===== src/design/mams_pkg.sv =====
// Types, codes and constant tables for the math alphanumeric style mapper.
// Depends on nothing; used by all stage modules and the top level.
`default_nettype none

package mams_pkg;

   localparam int CP_W = 21;

   // font style codes
   localparam logic [3:0] STYLE_NONE     = 4'd0;
   localparam logic [3:0] STYLE_RM       = 4'd1;
   localparam logic [3:0] STYLE_BF       = 4'd2;
   localparam logic [3:0] STYLE_IT       = 4'd3;
   localparam logic [3:0] STYLE_BFIT     = 4'd9;
   localparam logic [3:0] STYLE_SFBF     = 4'd12;
   localparam logic [3:0] STYLE_SFBFIT   = 4'd14;
   localparam logic [3:0] STYLE_UNLISTED = 4'd15;

   // math convention codes
   localparam logic [1:0] CONV_TEX     = 2'd0;
   localparam logic [1:0] CONV_ISO     = 2'd1;
   localparam logic [1:0] CONV_FRENCH  = 2'd2;
   localparam logic [1:0] CONV_UPRIGHT = 2'd3;

   // character classes
   localparam logic [2:0] CLS_DIGIT       = 3'd0;
   localparam logic [2:0] CLS_LATIN_SMALL = 3'd1;
   localparam logic [2:0] CLS_LATIN_CAP   = 3'd2;
   localparam logic [2:0] CLS_GREEK_SMALL = 3'd3;
   localparam logic [2:0] CLS_GREEK_CAP   = 3'd4;

   localparam int NUM_ORPHANS  = 13;
   localparam int NUM_RESERVED = 24;

   localparam logic [CP_W-1:0] STYLE_BASE [15][5] = '{
      '{21'h0,     21'h0,     21'h0,     21'h0,     21'h0},
      '{21'h30,    21'h61,    21'h41,    21'h03B1,  21'h0391},
      '{21'h1D7CE, 21'h1D41A, 21'h1D400, 21'h1D6C2, 21'h1D6A8},
      '{21'h30,    21'h1D44E, 21'h1D434, 21'h1D6FC, 21'h1D6E2},
      '{21'h30,    21'h1D4B6, 21'h1D49C, 21'h03B1,  21'h0391},
      '{21'h30,    21'h1D51E, 21'h1D504, 21'h03B1,  21'h0391},
      '{21'h1D7D8, 21'h1D552, 21'h1D538, 21'h03B1,  21'h0391},
      '{21'h1D7E2, 21'h1D5BA, 21'h1D5A0, 21'h03B1,  21'h0391},
      '{21'h1D7F6, 21'h1D68A, 21'h1D670, 21'h03B1,  21'h0391},
      '{21'h30,    21'h1D482, 21'h1D468, 21'h1D736, 21'h1D71C},
      '{21'h30,    21'h1D4EA, 21'h1D4D0, 21'h03B1,  21'h0391},
      '{21'h30,    21'h1D586, 21'h1D56C, 21'h03B1,  21'h0391},
      '{21'h1D7EC, 21'h1D5EE, 21'h1D5D4, 21'h1D770, 21'h1D756},
      '{21'h30,    21'h1D622, 21'h1D608, 21'h03B1,  21'h0391},
      '{21'h30,    21'h1D656, 21'h1D63C, 21'h1D7AA, 21'h1D790}
   };

   localparam logic [CP_W-1:0] CONV_BASE [4][5] = '{
      '{21'h30, 21'h1D44E, 21'h1D434, 21'h1D6FC, 21'h0391},
      '{21'h30, 21'h1D44E, 21'h1D434, 21'h1D6FC, 21'h1D6E2},
      '{21'h30, 21'h1D44E, 21'h41,    21'h03B1,  21'h0391},
      '{21'h30, 21'h61,    21'h41,    21'h03B1,  21'h0391}
   };

   localparam logic [CP_W-1:0] HOLE_FROM [NUM_RESERVED] = '{
      21'h1D455, 21'h1D49D, 21'h1D4A0, 21'h1D4A1, 21'h1D4A3, 21'h1D4A4,
      21'h1D4A7, 21'h1D4A8, 21'h1D4AD, 21'h1D4BA, 21'h1D4BC, 21'h1D4C4,
      21'h1D506, 21'h1D50B, 21'h1D50C, 21'h1D515, 21'h1D51D, 21'h1D53A,
      21'h1D53F, 21'h1D545, 21'h1D547, 21'h1D548, 21'h1D549, 21'h1D551
   };

   localparam logic [CP_W-1:0] HOLE_TO [NUM_RESERVED] = '{
      21'h210E, 21'h212C, 21'h2130, 21'h2131, 21'h210B, 21'h2110,
      21'h2112, 21'h2133, 21'h211B, 21'h212F, 21'h210A, 21'h2134,
      21'h212D, 21'h210C, 21'h2111, 21'h211C, 21'h2128, 21'h2102,
      21'h210D, 21'h2115, 21'h2119, 21'h211A, 21'h211D, 21'h2124
   };

   localparam logic [CP_W-1:0] ORPHAN_CODE [NUM_ORPHANS] = '{
      21'h131, 21'h237, 21'h3D1, 21'h3D5, 21'h3D6, 21'h3DC, 21'h3DD,
      21'h3F0, 21'h3F1, 21'h3F4, 21'h3F5, 21'h2202, 21'h2207
   };

   // orphan kind uses the class codes: latin small, greek small, greek capital
   localparam logic [2:0] ORPHAN_KIND [NUM_ORPHANS] = '{
      CLS_LATIN_SMALL, CLS_LATIN_SMALL, CLS_GREEK_SMALL, CLS_GREEK_SMALL,
      CLS_GREEK_SMALL, CLS_GREEK_CAP,   CLS_GREEK_SMALL, CLS_GREEK_SMALL,
      CLS_GREEK_SMALL, CLS_GREEK_CAP,   CLS_GREEK_SMALL, CLS_GREEK_SMALL,
      CLS_GREEK_CAP
   };

   // columns: rm, bf, it, bfit, sfbf, sfbfit; zero means no target
   localparam logic [CP_W-1:0] ORPHAN_TARGET [NUM_ORPHANS][6] = '{
      '{21'h131,  21'h0,     21'h1D6A4, 21'h0,     21'h0,     21'h0},
      '{21'h237,  21'h0,     21'h1D6A5, 21'h0,     21'h0,     21'h0},
      '{21'h3D1,  21'h1D6DD, 21'h1D717, 21'h1D751, 21'h1D78B, 21'h1D7C5},
      '{21'h3D5,  21'h1D6DF, 21'h1D719, 21'h1D753, 21'h1D78D, 21'h1D7C7},
      '{21'h3D6,  21'h1D6E1, 21'h1D71B, 21'h1D755, 21'h1D78F, 21'h1D7C9},
      '{21'h3DC,  21'h1D7CA, 21'h0,     21'h0,     21'h0,     21'h0},
      '{21'h3DD,  21'h1D7CB, 21'h0,     21'h0,     21'h0,     21'h0},
      '{21'h3F0,  21'h1D6DE, 21'h1D718, 21'h1D752, 21'h1D78C, 21'h1D7C6},
      '{21'h3F1,  21'h1D6E0, 21'h1D71A, 21'h1D754, 21'h1D78E, 21'h1D7C8},
      '{21'h3F4,  21'h1D6B9, 21'h1D6F3, 21'h1D72D, 21'h1D767, 21'h1D7A1},
      '{21'h3F5,  21'h1D6DC, 21'h1D716, 21'h1D750, 21'h1D78A, 21'h1D7C4},
      '{21'h2202, 21'h1D6DB, 21'h1D715, 21'h1D74F, 21'h1D789, 21'h1D7C3},
      '{21'h2207, 21'h1D6C1, 21'h1D6FB, 21'h1D735, 21'h1D76F, 21'h1D7A9}
   };

   // payload between classify and map stages
   typedef struct packed {
      logic            bypass;
      logic            classed;
      logic            orphan;
      logic [3:0]      orphan_idx;
      logic [3:0]      orphan_style;
      logic [4:0]      offset;
      logic [CP_W-1:0] base;
      logic [CP_W-1:0] code_point;
   } cls_type;

   // payload between map and hole stages
   typedef struct packed {
      logic            done;
      logic [CP_W-1:0] value;
   } map_type;

endpackage

`default_nettype wire


===== src/design/mams_classify.sv =====
// Stage one: classify the code point, pick the style base, match orphans.
// Depends on mams_pkg.
`default_nettype none

module mams_classify (
   input  wire logic                      clock,
   input  wire logic                      reset,
   input  wire logic [1:0]                conv,
   input  wire logic                      in_valid,
   output logic                           in_ready,
   input  wire logic [3:0]                font_style,
   input  wire logic [mams_pkg::CP_W-1:0] code_point,
   output logic                           out_valid,
   input  wire logic                      out_ready,
   output mams_pkg::cls_type              out_data
);

   logic                      valid_ff;
   logic                      valid_in;
   mams_pkg::cls_type         data_ff;
   mams_pkg::cls_type         data_in;
   logic [2:0]                cls;
   logic [2:0]                kind;
   logic [mams_pkg::CP_W-1:0] low;
   logic [mams_pkg::CP_W-1:0] diff;

   // classify and look up the base
   always_comb begin
      data_in            = '0;
      data_in.code_point = code_point;
      data_in.bypass     = (font_style == mams_pkg::STYLE_UNLISTED);
      cls                = mams_pkg::CLS_DIGIT;
      low                = '0;
      kind               = mams_pkg::CLS_LATIN_SMALL;
      data_in.classed    = 1'b1;
      if (code_point inside {[21'h30 : 21'h39]}) begin
         cls = mams_pkg::CLS_DIGIT;
         low = 21'h30;
      end else if (code_point inside {[21'h61 : 21'h7A]}) begin
         cls = mams_pkg::CLS_LATIN_SMALL;
         low = 21'h61;
      end else if (code_point inside {[21'h41 : 21'h5A]}) begin
         cls = mams_pkg::CLS_LATIN_CAP;
         low = 21'h41;
      end else if (code_point inside {[21'h3B1 : 21'h3C9]}) begin
         cls = mams_pkg::CLS_GREEK_SMALL;
         low = 21'h3B1;
      end else if (code_point inside {[21'h391 : 21'h3A9]}) begin
         cls = mams_pkg::CLS_GREEK_CAP;
         low = 21'h391;
      end else begin
         data_in.classed = 1'b0;
      end
      diff           = code_point - low;
      data_in.offset = diff[4:0];

      if (font_style == mams_pkg::STYLE_NONE) begin
         data_in.base = mams_pkg::CONV_BASE[conv][cls];
      end else if (!data_in.bypass) begin
         data_in.base = mams_pkg::STYLE_BASE[font_style][cls];
      end

      // match the orphan symbols
      for (int i = 0; i < mams_pkg::NUM_ORPHANS; i++) begin
         if (code_point == mams_pkg::ORPHAN_CODE[i]) begin
            data_in.orphan     = 1'b1;
            data_in.orphan_idx = 4'(i);
            kind               = mams_pkg::ORPHAN_KIND[i];
         end
      end

      // resolve style none for orphans from the convention
      data_in.orphan_style = font_style;
      if (font_style == mams_pkg::STYLE_NONE) begin
         case (kind)
            mams_pkg::CLS_LATIN_SMALL:
               data_in.orphan_style = (conv == mams_pkg::CONV_UPRIGHT) ?
                                      mams_pkg::STYLE_RM : mams_pkg::STYLE_IT;
            mams_pkg::CLS_GREEK_SMALL:
               data_in.orphan_style = (conv inside {mams_pkg::CONV_FRENCH,
                                                    mams_pkg::CONV_UPRIGHT}) ?
                                      mams_pkg::STYLE_RM : mams_pkg::STYLE_IT;
            default:
               data_in.orphan_style = (conv == mams_pkg::CONV_ISO) ?
                                      mams_pkg::STYLE_IT : mams_pkg::STYLE_RM;
         endcase
      end
   end

   // advance when empty or when the next stage can take the transaction
   assign in_ready = !valid_ff || out_ready;
   assign valid_in = in_ready ? in_valid : valid_ff;

   always_ff @(posedge clock) begin
      if (reset) begin
         valid_ff <= 1'b0;
      end else begin
         valid_ff <= valid_in;
      end
   end

   always_ff @(posedge clock) begin
      if (in_valid && in_ready) begin
         data_ff <= data_in;
      end
   end

   assign out_valid = valid_ff;
   assign out_data  = data_ff;

endmodule

`default_nettype wire


===== src/design/mams_map.sv =====
// Stage two: add the letter offset to the base or select the orphan target.
// Depends on mams_pkg.
`default_nettype none

module mams_map (
   input  wire logic         clock,
   input  wire logic         reset,
   input  wire logic         in_valid,
   output logic              in_ready,
   input  wire mams_pkg::cls_type in_data,
   output logic              out_valid,
   input  wire logic         out_ready,
   output mams_pkg::map_type out_data
);

   logic                      valid_ff;
   logic                      valid_in;
   mams_pkg::map_type         data_ff;
   mams_pkg::map_type         data_in;
   logic                      col_ok;
   logic [2:0]                col;
   logic [mams_pkg::CP_W-1:0] target;

   // pick the target column of the orphan table
   always_comb begin
      col_ok = 1'b1;
      col    = 3'd0;
      case (in_data.orphan_style)
         mams_pkg::STYLE_RM:     col = 3'd0;
         mams_pkg::STYLE_BF:     col = 3'd1;
         mams_pkg::STYLE_IT:     col = 3'd2;
         mams_pkg::STYLE_BFIT:   col = 3'd3;
         mams_pkg::STYLE_SFBF:   col = 3'd4;
         mams_pkg::STYLE_SFBFIT: col = 3'd5;
         default:                col_ok = 1'b0;
      endcase
      target = in_data.orphan ? mams_pkg::ORPHAN_TARGET[in_data.orphan_idx][col] : '0;
   end

   // form the mapped value; done marks results that skip the hole table
   always_comb begin
      data_in.done  = 1'b0;
      data_in.value = in_data.code_point;
      if (in_data.bypass) begin
         data_in.done = 1'b1;
      end else if (in_data.classed) begin
         data_in.value = in_data.base + {16'b0, in_data.offset};
      end else if (in_data.orphan) begin
         data_in.done = 1'b1;
         if (col_ok && target != '0) begin
            data_in.value = target;
         end
      end
   end

   assign in_ready = !valid_ff || out_ready;
   assign valid_in = in_ready ? in_valid : valid_ff;

   always_ff @(posedge clock) begin
      if (reset) begin
         valid_ff <= 1'b0;
      end else begin
         valid_ff <= valid_in;
      end
   end

   always_ff @(posedge clock) begin
      if (in_valid && in_ready) begin
         data_ff <= data_in;
      end
   end

   assign out_valid = valid_ff;
   assign out_data  = data_ff;

endmodule

`default_nettype wire


===== src/design/mams_hole.sv =====
// Stage three: replace results that land in a reserved hole; output register.
// Depends on mams_pkg.
`default_nettype none

module mams_hole (
   input  wire logic                      clock,
   input  wire logic                      reset,
   input  wire logic                      in_valid,
   output logic                           in_ready,
   input  wire mams_pkg::map_type         in_data,
   output logic                           out_valid,
   input  wire logic                      out_ready,
   output logic [mams_pkg::CP_W-1:0]      out_code_point
);

   logic                      valid_ff;
   logic                      valid_in;
   logic [mams_pkg::CP_W-1:0] data_ff;
   logic [mams_pkg::CP_W-1:0] data_in;

   // look up the reserved table
   always_comb begin
      data_in = in_data.value;
      if (!in_data.done) begin
         for (int i = 0; i < mams_pkg::NUM_RESERVED; i++) begin
            if (in_data.value == mams_pkg::HOLE_FROM[i]) begin
               data_in = mams_pkg::HOLE_TO[i];
            end
         end
      end
   end

   // hold the result until the consumer takes it
   assign in_ready = !valid_ff || out_ready;
   assign valid_in = in_ready ? in_valid : valid_ff;

   always_ff @(posedge clock) begin
      if (reset) begin
         valid_ff <= 1'b0;
      end else begin
         valid_ff <= valid_in;
      end
   end

   always_ff @(posedge clock) begin
      if (in_valid && in_ready) begin
         data_ff <= data_in;
      end
   end

   assign out_valid      = valid_ff;
   assign out_code_point = data_ff;

endmodule

`default_nettype wire


===== src/design/math_alphanumeric_style_mapper.sv =====
// Math alphanumeric style mapper: three-stage pipeline (classify, map, hole).
// Each accepted request passes the classify, map and hole registers in order;
// rsp_valid rises once the hole register holds the result.
// Throughput: one transaction per cycle; each stage register stalls on its own.
// Reset: synchronous, clears all stage valid bits and sets the convention to TeX.
// Depends on mams_pkg, mams_classify, mams_map and mams_hole.
`default_nettype none

module math_alphanumeric_style_mapper (
   input  wire logic        clock,
   input  wire logic        reset,
   input  wire logic        req_valid,
   output logic             req_ready,
   input  wire logic [3:0]  req_font_style,
   input  wire logic [20:0] req_code_point,
   output logic             rsp_valid,
   input  wire logic        rsp_ready,
   output logic [20:0]      rsp_styled_code_point,
   input  wire logic        csr_write_enable,
   input  wire logic [1:0]  csr_write_data
);

   logic [1:0]        conv_reg_ff;
   logic [1:0]        conv_reg_in;
   logic              s1_valid;
   logic              s1_ready;
   mams_pkg::cls_type s1_data;
   logic              s2_valid;
   logic              s2_ready;
   mams_pkg::map_type s2_data;

   // hold the convention register
   assign conv_reg_in = csr_write_enable ? csr_write_data : conv_reg_ff;

   always_ff @(posedge clock) begin
      if (reset) begin
         conv_reg_ff <= mams_pkg::CONV_TEX;
      end else begin
         conv_reg_ff <= conv_reg_in;
      end
   end

   mams_classify u_classify (
      .clock      (clock),
      .reset      (reset),
      .conv       (conv_reg_ff),
      .in_valid   (req_valid),
      .in_ready   (req_ready),
      .font_style (req_font_style),
      .code_point (req_code_point),
      .out_valid  (s1_valid),
      .out_ready  (s1_ready),
      .out_data   (s1_data)
   );

   mams_map u_map (
      .clock     (clock),
      .reset     (reset),
      .in_valid  (s1_valid),
      .in_ready  (s1_ready),
      .in_data   (s1_data),
      .out_valid (s2_valid),
      .out_ready (s2_ready),
      .out_data  (s2_data)
   );

   mams_hole u_hole (
      .clock          (clock),
      .reset          (reset),
      .in_valid       (s2_valid),
      .in_ready       (s2_ready),
      .in_data        (s2_data),
      .out_valid      (rsp_valid),
      .out_ready      (rsp_ready),
      .out_code_point (rsp_styled_code_point)
   );

endmodule

`default_nettype wire


===== config.mk =====
export PLATFORM = sky130hd
export DESIGN_NAME = math_alphanumeric_style_mapper
export DESIGN_NICKNAME = d
export VERILOG_FILES = /design/src/design/mams_pkg.sv /design/src/design/mams_classify.sv /design/src/design/mams_map.sv /design/src/design/mams_hole.sv /design/src/design/math_alphanumeric_style_mapper.sv
export SDC_FILE = /design/constraint.sdc
export NUM_CORES = 1
export LEC_CHECK = 0
export BUFFER_PORTS_ARGS = -buffer_cell sky130_fd_sc_hd__buf_2
export CORE_MARGIN = 4
export CORE_UTILIZATION = 60
export DETAILED_ROUTE_END_ITERATION = 7
export GPL_TIMING_DRIVEN = 0
export PLACE_DENSITY_LB_ADDON = 0.2
export SKIP_LAST_GASP = 1
export SYNTH_ARGS = -nofsm -noshare
export SYNTH_HDL_FRONTEND = slang
export SYNTH_SLANG_ARGS = --single-unit
export TNS_END_PERCENT = 5

===== constraint.sdc =====
create_clock -name clock -period 5.1 [get_ports clock]
set_input_delay 1.53 -clock clock [delete_from_list [all_inputs] [get_ports clock]]
set_output_delay 1.53 -clock clock [all_outputs]
set_load 0.005 [all_outputs]

Word level (Yosys, flattened, before mapping):

Memory sizes are Yosys's and may differ from the RTL's.
Index checks and enable logic that the tools add are counted.

* $add $sub $neg: 2
* $lt $le $gt $ge: 15
* equal/unequal tests: 49
* mux-type cells: 90
* bitwise gates (word level): 5
* reductions and logical operators: 22

Operator list (count)
* two-way mux 21 bit: 37
* equality test 21 x 17 -> 1 bit, second input constant: 24
* two-way mux 105 bit: 4
* two-way mux 126 bit: 2
* binary-select mux 105 bit (select 2 bit): 1
* equality test 21 x 10 -> 1 bit, second input constant: 10
* binary-select mux 21 bit (select 3 bit): 3
* two-way mux 3 bit: 17
* equality test 21 x 14 -> 1 bit, second input constant: 2
* greater-or-equal comparator 21 x 10 -> 1 bit, second input constant: 2
* greater-or-equal comparator 21 x 7 -> 1 bit, second input constant: 2
* <= comparator 21 x 10 -> 1 bit, second input constant: 2
* <= comparator 21 x 7 -> 1 bit, second input constant: 2
* two-way mux 4 bit: 8
* two-way mux 5 bit: 6
* two-way mux 22 bit: 1
* adder 21 x 5 -> 21 bit: 1
* equality test 21 x 9 -> 1 bit, second input constant: 1
* greater-or-equal comparator 21 x 6 -> 1 bit, second input constant: 1
* <= comparator 21 x 6 -> 1 bit, second input constant: 1
* nonzero test 21 bit: 1
* equality test 4 bit, second input constant: 4
* case mux 3 bit (5 select lines): 1
* two-way mux 2 bit: 6
* 24 further kinds: 44

* register bits after elaboration: 106
* memory bits (read-only): 3696
* output and inout bits: 23
* logic and storage cells: 201
* memories kept: 2

Memories
* (name not given): depth 16, width 126, rd ports 1, clocked after Yosys merged registers in 0, write ports 0, RTL line mams_map.sv:37 `target = in_data.orphan ? mams_pkg::ORPHAN_TARGET[in_data.orphan_idx][col] : '0;`
* (name not given): depth 16, width 105, rd ports 1, clocked after Yosys merged registers in 0, write ports 0, RTL line mams_classify.sv:60 `data_in.base = mams_pkg::STYLE_BASE[font_style][cls];`

Logic depth before layout (Yosys ltp):

* depth in word-level cells: 26
* depth in mapped cells: 15

Cells and area by module:

Synthesis repeated with hierarchy kept, for this count alone.

* cell total of the unflattened synthesis: 962
* area total of the unflattened synthesis: 8508.2 µm²

Modules (own cells, without submodules)
* mams_classify: instances 1, cells an instance 423, area each 3733.6 µm²
* mams_map: instances 1, cells an instance 317, area each 2683.8 µm²
* mams_hole: instances 1, cells an instance 216, area each 2023.2 µm²
* math_alphanumeric_style_mapper: instances 1, cells an instance 6, area each 67.6 µm²

Worst setup path after synthesis:

OpenSTA, ideal clock, no wires.

* kind: input -> register
* start: input port rsp_ready
* end: register u_classify.data_ff, in the netlist u_classify.out_data[0], enable pin
* arrival time: 4079 ps
* setup slack: 539 ps
* cell stages on the path: 2
* cell sequence: nor2b_1 -> a31oi_1

* word-level cells in the longest chain between the ends: 4

RTL lines
* start: declaration: RTL line math_alphanumeric_style_mapper.sv:17 `input wire logic rsp_ready,`
* logical OR 1 bit: RTL line mams_hole.sv:34 `assign in_ready = !valid_ff || out_ready;`
* logical OR 1 bit: RTL line mams_map.sv:56 `assign in_ready = !valid_ff || out_ready;`
* logical OR 1 bit: RTL line mams_classify.sv:91 `assign in_ready = !valid_ff || out_ready;`
* logical AND 1 bit: RTL line mams_classify.sv:103 `if (in_valid && in_ready) begin`
* end signal: assignment: RTL line mams_classify.sv:104 `data_ff <= data_in;`
* end: declaration: RTL line mams_classify.sv:20 `mams_pkg::cls_type data_ff;`

Every way passes these cells.
A chain may end at the register's enable or synchronous reset.

==> results.ini <==
[run_status]
run_status=completed

[clocking]
clock-sinks=96
numCtsBuffers=9
htree_levels=3
clk-insertion-delay-late_ns=0.34
cts_tree=yes
root_buffer=clkbuf_16
cts_resized=0
path_clk_slew_ns=0.07
holdBufCountCts=0
cts_buffer_depth=2
post_cts_buffers=0

[drt]
first_pass_iters=5
viasPerCell=6.43
drc=0
drt-wirelength-per-cell_um=18.7
detail-route-antenna-nets=0
postRouteWirelength_um=21700
drt-initial-drc-count=823
vias=7436

[worst_setup_path]
cp_max_fo=10
critPathArrivalTime_ns=4.54
rr_endpoint=u_map.out_data[4]
regToRegSetupSlack_ns=1.31
worstSetupPathType=input port to register
worstSetupStartpointType=input port
crit_path_end_kind=register
reg2reg_depth=12
max_stage_delay_ns=0.49
crit_slowest_cell=nor3_1
cp_top_family=simple AND/OR/NAND/NOR gates
cp_cell_sequence=buf_2 -> nor3_1 -> nand3_1 -> nor2_1 -> buf_2 -> nand4_1 -> nor2_1 -> clkbuf_1 -> buf_1 -> a211oi_1 -> o21ai_0
crit_required_ns=5.24
timing.rr.start=u_classify.out_data[52]
worst-path-buf-inv=4

[power_and_ir_drop]
power_switching_mw=0.630
intPower_mw=1.44
p_seq_frac=0.462
swShare=0.304
finalPower_mw=2.07
vdd_ir_drop_max_mv=0.150
power_frac_comb=0.228
power_leakage_nw=3.16
power_density_mw_per_mm2=243
p_clk_frac=0.310

[synthesis]
synthesis.nets=973
syn_area_mm2=0.00770
synth_seq_cells=96
synth.distinct_cells=83
yosysWarnings=0
yosysSeqAreaShare=0.368
syn_area_per_cell_um2=8.44
async_flop_share=0
synth-edff-count=91
netlist_instances=912
yosys_most_used_dff=edfxtp_1

[timing]
slew_headroom=0.476
min_period_ns=4.40
clock_skew_ns=0.00642
tightest_slew_ns=0.775
drv_slew=0
rsz0062_at_grt=no
finalHoldViolCount=0
fmax_mhz=227
setup_viol=0
fin_crit_sh=0.863

[place]
port_buffers=53
globalplace.congestion=0.960
hpwl_um=16400

[grt]
antenna_found_initial=0
grt_first_pass_wirelength_um=34300
grt_pass1_vias=6726
grt_max_degree=33
track_usage=0.294
grt_overflow=0

[layout]
nFillCells=1074
final_util=0.680
drive_gt1_frac=0.122
syn_to_final_growth_pct=11.0
nNetsFinal=1040

[floorplanning]
dieHeight_um=121
die_area_mm2=0.0147
rows=41
ios=55
initial_core_util=0.613
die_x_um=121
core_mm2=0.0126

[worst_hold_path]
hold_start=u_classify.out_data[12]
hold-path-endpoint=u_map.out_data[12]
hold_path_class=register to register
whs_path_depth=1

[flow_run]
max_cap_viol_count=0

[state kept, by name (all words and copies together) (netlist names)]
name                   flops
conv_reg_ff                2
u_classify.out_data       48
u_classify.out_valid       1
u_hole.out_code_point     21
u_hole.out_valid           1
u_map.out_data            22
u_map.out_valid            1
[power groups by stage]
| stage | registers (mW) | logic, mW | clock network, mW |
|---|---|---|---|
| 6_report | 0.958 | 0.473 | 0.644 |
| 4_1_cts | 0.957 | 0.462 | 0.656 |
| 2_1_floorplan | 0.965 | 0.332 | 0 |
| 5_1_grt | 0.962 | 0.517 | 0.686 |
| 3_5_place_dp | 0.974 | 0.459 | 0 |
| 3_3_place_gp | 0.975 | 0.450 | 0 |
[routing by layer]
layer,track usage,wire (µm),up-vias
met1,0.386,8680,3473
met3,0.0350,1530,65
met4,0.120,828,0
met2,0.495,10600,378
met5,0,0,-
li1,-,-,3520
[cell families (layout without fill, tap and decap cells)]
logic type	count (synthesis)	in the layout	share of synthesized area
AOI/OAI and AO/OA	270	270	0.229
muxes	15	15	0.0202
other	0	1	0
and+or+nand+nor	373	373	0.250
xor gates and xnor gates	25	25	0.0294
adders and majority gates	29	29	0.0481
buffers and inverters	104	176	0.0549
DFF	96	96	0.368
[metrics by stage]
step | TNS (ns) | hold slack (ns) | cells | instance area, µm² | worst slack (ns)
after global placement | -9.93 | 0.497 | 1137 | 8180 | -0.211
after CTS | 0 | 0.521 | 1156 | 8540 | 0.614
final | 0 | 0.519 | 1157 | 8550 | 0.697
after detailed placement | 0 | 0.503 | 1140 | 8250 | 0.266
after floorplan | 0 | 0.476 | 912 | 7700 | 0.539
after global routing | 0 | 0.533 | 1156 | 8540 | 0.409
[synthesized netlist by cell type (12+ instances only)]
library cell / count / area share
o22ai_1: 13 / 0.011
a21oi_1: 72 / 0.047
clkbuf_1: 48 / 0.023
nand2_1: 89 / 0.043
a31oi_1: 15 / 0.012
inv_1: 33 / 0.016
nand3_1: 28 / 0.018
nor2b_1: 38 / 0.031
xnor2_1: 12 / 0.014
buf_2: 14 / 0.0091
nor2_1: 82 / 0.040
edfxtp_1: 91 / 0.35
nor3_1: 39 / 0.025
ha_1: 28 / 0.046
nand4_1: 14 / 0.011
xor2_1: 12 / 0.014
o21ai_0: 57 / 0.037
a211oi_1: 14 / 0.014
[layout by cell type (no fill, tap or decap), types with 10 or more instances in the layout]
cell type,instances
edfxtp_1,91
nand2_1,89
nor2_1,82
a21oi_1,72
buf_2,67
o21ai_0,57
clkbuf_1,48
nor3_1,39
nor2b_1,37
inv_1,33
nand3_1,28
ha_1,28
a211oi_1,14
a31oi_1,14
nand4_1,14
o22ai_1,13
xor2_1,12
xnor2_1,12
nand2b_1,11
mux2i_1,11
o31ai_1,10
[worst max-delay path by stage]
stage	from	to	depth (start not counted)
final	req_code_point[12]	u_classify.out_data[22]	11
after global routing	req_code_point[12]	u_classify.out_data[25]	12
after CTS	req_code_point[12]	u_classify.out_data[22]	11
after detailed placement	req_code_point[12]	u_classify.out_data[22]	11
after global placement	rsp_ready	u_classify.out_data[51]	3
after floorplan	rsp_ready	u_classify.out_data[0]	2
[layout make-up]
cell class                 instances  area (µm²)  area share
clock inverter                     7        67.6     0.00791
sequential                        96        2830       0.331
timing repair buffer              56         315      0.0369
antenna                            1        2.50    0.000293
clock buffer                       9         225      0.0264
tap                              172         215      0.0252
buffer                            70         295      0.0346
inverter                          34         128      0.0149
multi-input combinational        712        4460       0.522
Note: power is estimated with default switching activity, not from simulation.
